$ cat config.mk
export PLATFORM = sky130hd
export DESIGN_NAME = vtgs_div
export DESIGN_NICKNAME = d
export VERILOG_FILES = /design/src/vtgs_pkg.sv /design/src/vtgs_div.sv
export SDC_FILE = /design/constraint.sdc
export NUM_CORES = 1
export LEC_CHECK = 0
export ABC_AREA = 1
export BUFFER_PORTS_ARGS = -buffer_cell sky130_fd_sc_hd__buf_2
export CORE_ASPECT_RATIO = 0.5
export CORE_MARGIN = 2
export CORE_UTILIZATION = 58
export CTS_CLUSTER_DIAMETER = 120
export CTS_CLUSTER_SIZE = 30
export DETAILED_ROUTE_END_ITERATION = 8
export PLACE_DENSITY = 0.95
export RECOVER_POWER = 25
export SLEW_MARGIN = 5
export SYNTH_ARGS = -nofsm -noshare
export SYNTH_HDL_FRONTEND = slang
export SYNTH_SLANG_ARGS = --single-unit
$ cat constraint.sdc
create_clock -name clk -period 7.1 [get_ports clk]
set_input_delay 0.71 -clock clk [delete_from_list [all_inputs] [get_ports clk]]
set_output_delay 0.71 -clock clk [all_outputs]
set_load 0.005 [all_outputs]
$ cat src/vtgs_pkg.sv
// shared types and constants of the virtual time group scheduler
package vtgs_pkg;
    typedef enum logic [1:0] {
        OP_SET_SHARE = 2'd0,
        OP_ENQUEUE   = 2'd1,
        OP_TICK      = 2'd2,
        OP_CLEAR     = 2'd3
    } opcode_t;

    typedef enum logic [1:0] {
        ST_OK    = 2'd0,
        ST_FULL  = 2'd1,
        ST_NONE  = 2'd2,
        ST_EMPTY = 2'd3
    } status_t;

    localparam int VT_BITS    = 48;
    localparam int SHARE_BITS = 17;
    localparam int TIME_BITS  = 16;
    localparam int DIV_BITS   = 48;

    typedef struct packed {
        logic [1:0]            opcode;
        logic [1:0]            core;
        logic [2:0]            group;
        logic [SHARE_BITS-1:0] share;
        logic [15:0]           proc_id;
        logic [TIME_BITS-1:0]  run_ticks;
    } in_item_t;

    typedef struct packed {
        logic [1:0]  status;
        logic [15:0] next_process;
        logic [2:0]  next_group;
        logic        run_valid;
    } out_item_t;

    typedef enum logic [3:0] {
        S_IDLE,
        S_DECODE,
        S_DIV,
        S_CHARGE,
        S_REQ,
        S_SCAN,
        S_PICK,
        S_POP,
        S_CLR,
        S_CREQ,
        S_DONE
    } state_t;

    typedef struct packed {
        logic start;
        logic busy;
    } div_ctl_t;
endpackage

$ cat src/vtgs_div.sv
// radix-2 restoring divider, one quotient bit per cycle
module vtgs_div (
    input  logic                                    clk,
    input  logic                                    rst_n,
    input  logic                                    start,
    input  logic [vtgs_pkg::DIV_BITS-1:0]           dividend,
    input  logic [vtgs_pkg::SHARE_BITS-1:0]         divisor,
    output vtgs_pkg::div_ctl_t                      ctl,
    output logic [vtgs_pkg::DIV_BITS-1:0]           quotient
);
    localparam int CNT_BITS = $clog2(vtgs_pkg::DIV_BITS + 1);
    logic [vtgs_pkg::DIV_BITS-1:0]   quo_reg;
    logic [vtgs_pkg::SHARE_BITS:0]   rem_reg;
    logic [vtgs_pkg::SHARE_BITS-1:0] dvs_reg;
    logic [CNT_BITS-1:0]             cnt_reg;
    logic                            busy_reg;
    logic [vtgs_pkg::SHARE_BITS+1:0] trial;
    logic [vtgs_pkg::SHARE_BITS:0]   shifted;

    assign shifted = {rem_reg[vtgs_pkg::SHARE_BITS-1:0], quo_reg[vtgs_pkg::DIV_BITS-1]};
    assign trial   = {1'b0, shifted} - {2'b00, dvs_reg};

    always_ff @(posedge clk or negedge rst_n)
    begin
        if (!rst_n)
        begin
            busy_reg <= 1'b0;
            cnt_reg  <= '0;
        end
        else if (start)
        begin
            busy_reg <= 1'b1;
            cnt_reg  <= CNT_BITS'(vtgs_pkg::DIV_BITS);
        end
        else if (busy_reg)
        begin
            cnt_reg <= cnt_reg - 1'b1;
            if (cnt_reg == CNT_BITS'(1))
            begin
                busy_reg <= 1'b0;
            end
        end
    end

    always_ff @(posedge clk)
    begin
        if (start)
        begin
            quo_reg <= dividend;
            rem_reg <= '0;
            dvs_reg <= divisor;
        end
        else if (busy_reg)
        begin
            if (!trial[vtgs_pkg::SHARE_BITS+1])
            begin
                rem_reg <= trial[vtgs_pkg::SHARE_BITS:0];
                quo_reg <= {quo_reg[vtgs_pkg::DIV_BITS-2:0], 1'b1};
            end
            else
            begin
                rem_reg <= shifted;
                quo_reg <= {quo_reg[vtgs_pkg::DIV_BITS-2:0], 1'b0};
            end
        end
    end

    assign ctl.start = start;
    assign ctl.busy  = busy_reg;
    assign quotient  = quo_reg;
endmodule

Yosys cells after proc, flatten, opt, wreduce, memory -nomap -nowiden
Cells that the tools add are included.
{"block": "totals", "register_bits": 89, "inputBits": 68, "out_inout_bits": 50, "word_cells": 18}
{"block": "op_classes", "addsub": 2, "eq_ne": 1, "mux": 9, "n_reduce_logical": 1}
{"cell": "$mux W48", "count": 2}
{"cell": "$sub A18 B17 Y19", "count": 1}
{"cell": "$mux W17", "count": 1}
{"cell": "$mux W6", "count": 2}
{"cell": "$eq A6 B1 Y1 const B", "count": 1}
{"cell": "$sub A6 B1 Y6 const B", "count": 1}
{"cell": "$mux W1", "count": 4}
{"cell": "$reduce_bool A2 Y1", "count": 1}

Longest topological paths before layout
Gate-level depths: netlist of the first run.
{"block": "logic_depth", "ltp_word": 4, "mapped_depth": 15, "depth_no_buf": 14}

Worst setup path after synthesis of the first run
OpenSTA, ideal clock, no wires.
{"block": "synth_timing", "path_kind": "in2reg", "from": "in start", "to": "reg quo_reg (netlist bit quotient[0]) (enable)", "setup_time_ns": 0.432, "t_arrival_ns": 2.486, "required_ns": 6.668, "setup_slack_ns": 4.182, "path_stages": 4, "path_buffers": 2, "cell_sequence": "buf_2 -> nor2_1 -> inv_1 -> clkbuf_1"}
{"block": "synth_between", "elab_chain_cells": 1}
{"item": "start, declared", "line": "vtgs_div.sv:5", "text": "input logic start,"}
{"item": "$reduce_bool A2 Y1 (no line)"}
{"item": "end signal, assigned", "line": "vtgs_div.sv:49", "text": "quo_reg <= dividend;"}
{"item": "end signal, assigned", "line": "vtgs_div.sv:58", "text": "quo_reg <= {quo_reg[vtgs_pkg::DIV_BITS-2:0], 1'b1};"}
{"item": "end signal, assigned", "line": "vtgs_div.sv:63", "text": "quo_reg <= {quo_reg[vtgs_pkg::DIV_BITS-2:0], 1'b0};"}
{"item": "end, declared", "line": "vtgs_div.sv:12", "text": "logic [vtgs_pkg::DIV_BITS-1:0] quo_reg;"}
No other way between the ends.
A chain may end at the register's enable or synchronous reset.

Final worst setup path of the first run
{"block": "layout_timing", "from": "in start", "to": "reg quo_reg (netlist bit quotient[6]) (enable)"}
The elaborated chain is that of the path after synthesis.

==> reports/qor.csv, run 1 <==
metric,value,unit
outcome,"finished, final reports clean",
grt_pass1_wl,20200,um
clk_latency,0.35,ns
ir_drop,0.155,mV
cts_made_buffers,9,
rsz0062_at_grt,no,
die_area,9320,um^2
end_kind,flop,
ys_types,38,
synth_area_leader_cell,edfxtp_1,
netlist_instances,604,
drt_iter0_drc,457,
fillers,566,
crit_arrival,2.75,ns
p_leak,3.08,nW
hold_buffers,0,
min_path_type,in -> async,
drt-vias-per-instance,5.42,
hold_viol_final,0,
use_met2,43.7,%
path_clk_slew,0.06,ns
synth-edff-count,65,
setup_viol,0,
skew,0.00839,ns
syn_area_per_cell,8.18,um^2
io_buffers,117,
yosys_warnings,0,
ys_ff_latch,89,
place_congestion,1.01,
layout_commonest_cell,nand2_1,
cts.sinks,89,
min_period_over_period,39.3,%
clk_path_buf_depth,2,
ant_nets,0,
final_util,71.4,%
min_period,2.79,ns
grt_pass1_vias,4205,
synth_area,4940,um^2
grt_max_degree,71,
synthTopCellsByArea,"edfxtp_1 (40%), nand2_1 (19%), dfxtp_1 (6.9%)",
cp.required,7.06,ns
initial_core_util,60.7,%
antenna_found_initial,0,
tightest_slew,1.19,ns
critPathLaunchType,primary input,
grt_use_met1,36.4,%
antennaDiodeCount,0,
layout.nets,802,
fmax,358,MHz
endpoint,quotient[6],
final-max-slew-violation-count,0,
synth_top_area_share,39.5,%
io_pins,118,
crit_path_max_fanout,70,
die_width,135,um
detail_route.wirelength,12400,um
syn_nets,692,
cellPowerDensity,339,nW/um^2
synthFlopType,edfxtp_1,
globalRouteMet3Util,7.68,%
htree_num_levels,3,
reg2reg_to,rem_reg[10],
drive_gt1_share,21.1,%
path_class,in -> reg,
ys_seq_area_share,49.9,%
cts-root-buf,clkbuf_16,
r2r_slack,4.36,ns
postLayoutSetupSlackWorst,4.31,ns
grt_busiest_layer,met2,
ff2ff_path_depth,11,
largest_reg_flops,48,
post_cts_resized,0,
tritoncts,built,
power.total,1.97,mW
tns,0,ns
vias,4504,
cp-startpoint,start,
core,8140,um^2
r2r_start,quotient[47],
cap_violations,0,
die_h,69.3,um
preCtsSetupSlack,3.95,ns
slew_headroom,21.0,%
layout_common_cells,"nand2_1 (256), buf_2 (110), inv_1 (78)",
hpwl,8040,um
drc,0,
gr-total-overflow,0,
synthArstFlopShare,7.87,%
grt_util_all_layers,27.3,%
placementRows,23,
drt_first_pass_iters,5,
wl_per_cell,14.9,um
area_growth,17.8,%
cts_setup_buffers,0,
==> logic make-up (layout without fill, tap and decap cells) <==
kind of cell	after synthesis	count (layout)	synth area share [%]
AO/OA/AOI/OAI	36	36	4.00
XOR/XNOR	7	7	1.24
adder cells (fa/ha/maj)	20	20	5.22
buffers and inverters	101	216	8.92
flip-flops	89	89	49.9
AND/OR/NAND/NOR	351	351	30.7
==> synthesized netlist by cell type (4+ instances only) <==
cell type    n
nand2_1    256
inv_1       79
edfxtp_1    65
nand3_1     47
ha_1        19
dfxtp_1     17
nor2_1      17
a21oi_1     15
clkbuf_1    11
o21ai_0     10
nand3_2      8
dfrtp_1      7
nand2_2      5
nand4_1      5
o21ai_1      5
xnor2_1      5
and2_1       4
==> layer usage <==
| metal | share of wire (%) | vias to the layer above |
|---|---|---|
| li1 | - | 2154 |
| met1 | 43 | 2079 |
| met2 | 46 | 228 |
| met3 | 8.3 | 43 |
| met4 | 2.8 | 0 |
| met5 | 0 | - |
==> worst max-delay path, stage by stage <==
cell	delay [ns]
buf_2	0.08
buf_4	0.57
nor2_1	0.37
inv_2	0.93
==> through the flow <==
stage                     std cells  instance area, um^2  hold slack, ns
after floorplan                 604                 4940           0.414
after global placement          815                 5550           0.456
after detailed placement        815                 5550           0.467
after CTS                       831                 5830           0.196
after global routing            831                 5820           0.278
final                           831                 5820           0.260
==> layout make-up <==
type	instances	area, um^2	area share, %
timing repair buffer	120	599	10.3
inverter	80	300	5.16
sequential	89	2470	42.4
clock buffer	10	229	3.94
clock inverter	6	50.0	0.860
multi-input combinational	414	2030	34.9
tap	112	140	2.41
==> power by group <==
part           internal (mW)  switching (mW)
Sequential             0.649          0.0610
Combinational          0.300           0.511
Clock                  0.242           0.212
==> how the worst min path moves through the flow <==
stage	start	to	slack (ns)	cells past startpoint
4_1_cts	rst_n	cnt_reg[1]	0.20	1
2_1_floorplan	rst_n	busy_reg	0.41	0
3_5_place_dp	rem_reg[9]	rem_reg[9]	0.47	2
6_report	rst_n	cnt_reg[4]	0.26	1
5_1_grt	rst_n	cnt_reg[1]	0.28	1
3_3_place_gp	rem_reg[10]	rem_reg[10]	0.46	2
(Power assumes the default switching activity.)
==> run 2: changes to the inputs <==
Settings changed: ABC_AREA 1 to 0, CORE_UTILIZATION 58 to 53, PLACE_DENSITY 0.95 to 0.91.
Clock period 7.1 ns to 2.9 ns, I/O delays scaled along.
==> reports/qor.csv, run 2 <==
metric,value,unit
cellPowerDensity,829,nW/um^2
min_period,2.72,ns
min_path_type,in -> reg,
postLayoutSetupSlackWorst,0.181,ns
skew,0.00674,ns
clk_path_buf_depth,2,
clk_latency,0.34,ns
largest_reg_flops,48,
final-max-slew-violation-count,0,
initial_core_util,56.0,%
tns,0,ns
cts.sinks,89,
ys_ff_latch,89,
synthTopCellsByArea,"edfxtp_1 (42%), mux2_2 (12%), dfxtp_1 (7.4%)",
yosys_warnings,0,
power.share.combinational,37.6,%
place_congestion,0.980,
cp.required,3.16,ns
p_leak,2.41,nW
tritoncts,built,
die_h,69.9,um
drt-met1-wl,4430,um
cts_setup_buffers,0,
p_int,3.06,mW
synth_area,4610,um^2
ys_types,51,
tightest_slew,1.21,ns
area_growth,21.7,%
hold_path_end,dvs_reg[10],
p_sw,1.59,mW
layout.nets,590,
drive_gt1_share,37.1,%
antenna_found_initial,0,
synthFlopType,edfxtp_1,
min_from,divisor[10],
drt_iter0_drc,368,
antennaDiodeCount,0,
grt_util_all_layers,22.2,%
end_kind,flop,
wl_per_cell,16.6,um
hpwl,7140,um
yosys.cell_count.top_type,edfxtp_1,
hold_path_depth,1,
htree_num_levels,3,
seqPwrFrac,38.0,%
crit_arrival,2.97,ns
cts-root-buf,clkbuf_16,
rsz0062_at_grt,no,
die_width,136,um
die_area,9500,um^2
slew_headroom,19.3,%
netlist_instances,385,
synthArstFlopShare,7.87,%
io_pins,118,
path_class,reg -> reg,
final_util,68.1,%
syn_nets,473,
crit_path_max_fanout,9,
io_buffers,117,
grt_pass1_wl,16500,um
grt_pass1_vias,3482,
critPathLaunchType,flop,
min_period_over_period,93.8,%
power_frac_clock,24.4,%
vias,3521,
cts_made_buffers,9,
gr-total-overflow,0,
synth.top_cells.by_count,"edfxtp_1 (65), mux2_2 (48), nand2_1 (25), inv_1 (24), nor2_1 (24)",
outcome,"finished, final reports clean",
synth_area_leader_cell,edfxtp_1,
ir_drop,0.386,mV
detail_route.wirelength,10300,um
cap_violations,0,
ant_nets,0,
synth_top_area_share,42.4,%
hold_viol_final,0,
p_sw_share,34.2,%
setup_viol,0,
layout_commonest_cell,buf_2,
placementRows,23,
r2r_start,quotient[47],
grt_max_degree,86,
fin_hold_ws,0.127,ns
ff2ff_path_depth,11,
power.total,4.65,mW
r2r_slack,0.18,ns
fmax,368,MHz
syn_area_per_cell,12.0,um^2
reg2reg_to,rem_reg[13],
drt-vias-per-instance,5.69,
drt_first_pass_iters,5,
wl_met3,768,um
layout_common_cells,"buf_2 (115), edfxtp_1 (65), mux2_2 (48)",
highest_layer,met4,
core,8230,um^2
synth-edff-count,65,
path_clk_slew,0.06,ns
preCtsSetupSlack,0.0562,ns
met2_length,4860,um
ys_seq_area_share,53.5,%
drc,0,
[run 2: through the flow]
step,cell area (um^2),instances
after floorplan,4610,385
after global placement,5300,602
after detailed placement,5300,602
after CTS,5600,619
after global routing,5610,619
final,5610,619
[run 2: cells by family after synthesis]
family	Yosys count	synth area share, %
simple gates	81	8.28
fa+ha+maj	20	5.59
xor+xnor	15	2.85
buf+inv	43	4.10
compound gates	79	11.6
flops	89	53.5
mux	58	14.0
[run 2: per-layer routing]
metal  vias up  track usage [%]
met1      1664             28.2
met2       178             36.4
met4         0             8.10
met3        27             6.54
met5         -                0
li1       1652                -
[run 2: worst max-delay path: stages (launching register included)]
cell	delay (ns)
edfxtp_1	0.37
inv_1	0.09
ha_1	0.16
inv_1	0.05
fa_2	0.37
a211oi_2	0.20
o21ai_1	0.12
a221o_1	0.36
a41o_4	0.35
buf_4	0.18
o2bb2a_1	0.30
o21ai_1	0.10
[run 2: worst max path at each step]
| stage | from | end | slack [ns] | depth (start not counted) |
|---|---|---|---|---|
| after floorplan | quotient[47] | quotient[0] | 0.13 | 10 |
| after global placement | quotient[47] | rem_reg[6] | 0.16 | 11 |
| after detailed placement | quotient[47] | rem_reg[6] | 0.06 | 11 |
| after CTS | quotient[47] | rem_reg[15] | 0.01 | 11 |
| after global routing | quotient[47] | rem_reg[6] | 0.007 | 11 |
| final | quotient[47] | rem_reg[13] | 0.18 | 11 |
[run 2: layout make-up]
| cell class | count | area (um^2) |
|---|---|---|
| Sequential cell | 89 | 2470 |
| Timing Repair Buffer | 125 | 654 |
| Fill cell | 611 | 2620 |
| Tap cell | 112 | 140 |
| Clock buffer | 12 | 236 |
| Clock inverter | 4 | 47.5 |
| Inverter | 24 | 90.1 |
| Multi-Input combinational cell | 253 | 1970 |
[run 2: power groups by stage]
| stage | combinational (mW) | clock [mW] | sequential, mW |
|---|---|---|---|
| floorplan | 1.24 | 0 | 1.76 |
| global placement | 1.61 | 0 | 1.78 |
| detailed placement | 1.66 | 0 | 1.79 |
| CTS | 1.68 | 1.15 | 1.76 |
| global route | 1.91 | 1.19 | 1.79 |
| finish | 1.75 | 1.13 | 1.77 |
[run 2: timing repair]
| action | in CTS | in global routing |
|---|---|---|
| endpoints found under the hold margin | 7 | 0 |
| setup endpoints to repair | 0 | 16 |
| hold buffers | 1 | 0 |
| resized for setup | 0 | 4 |
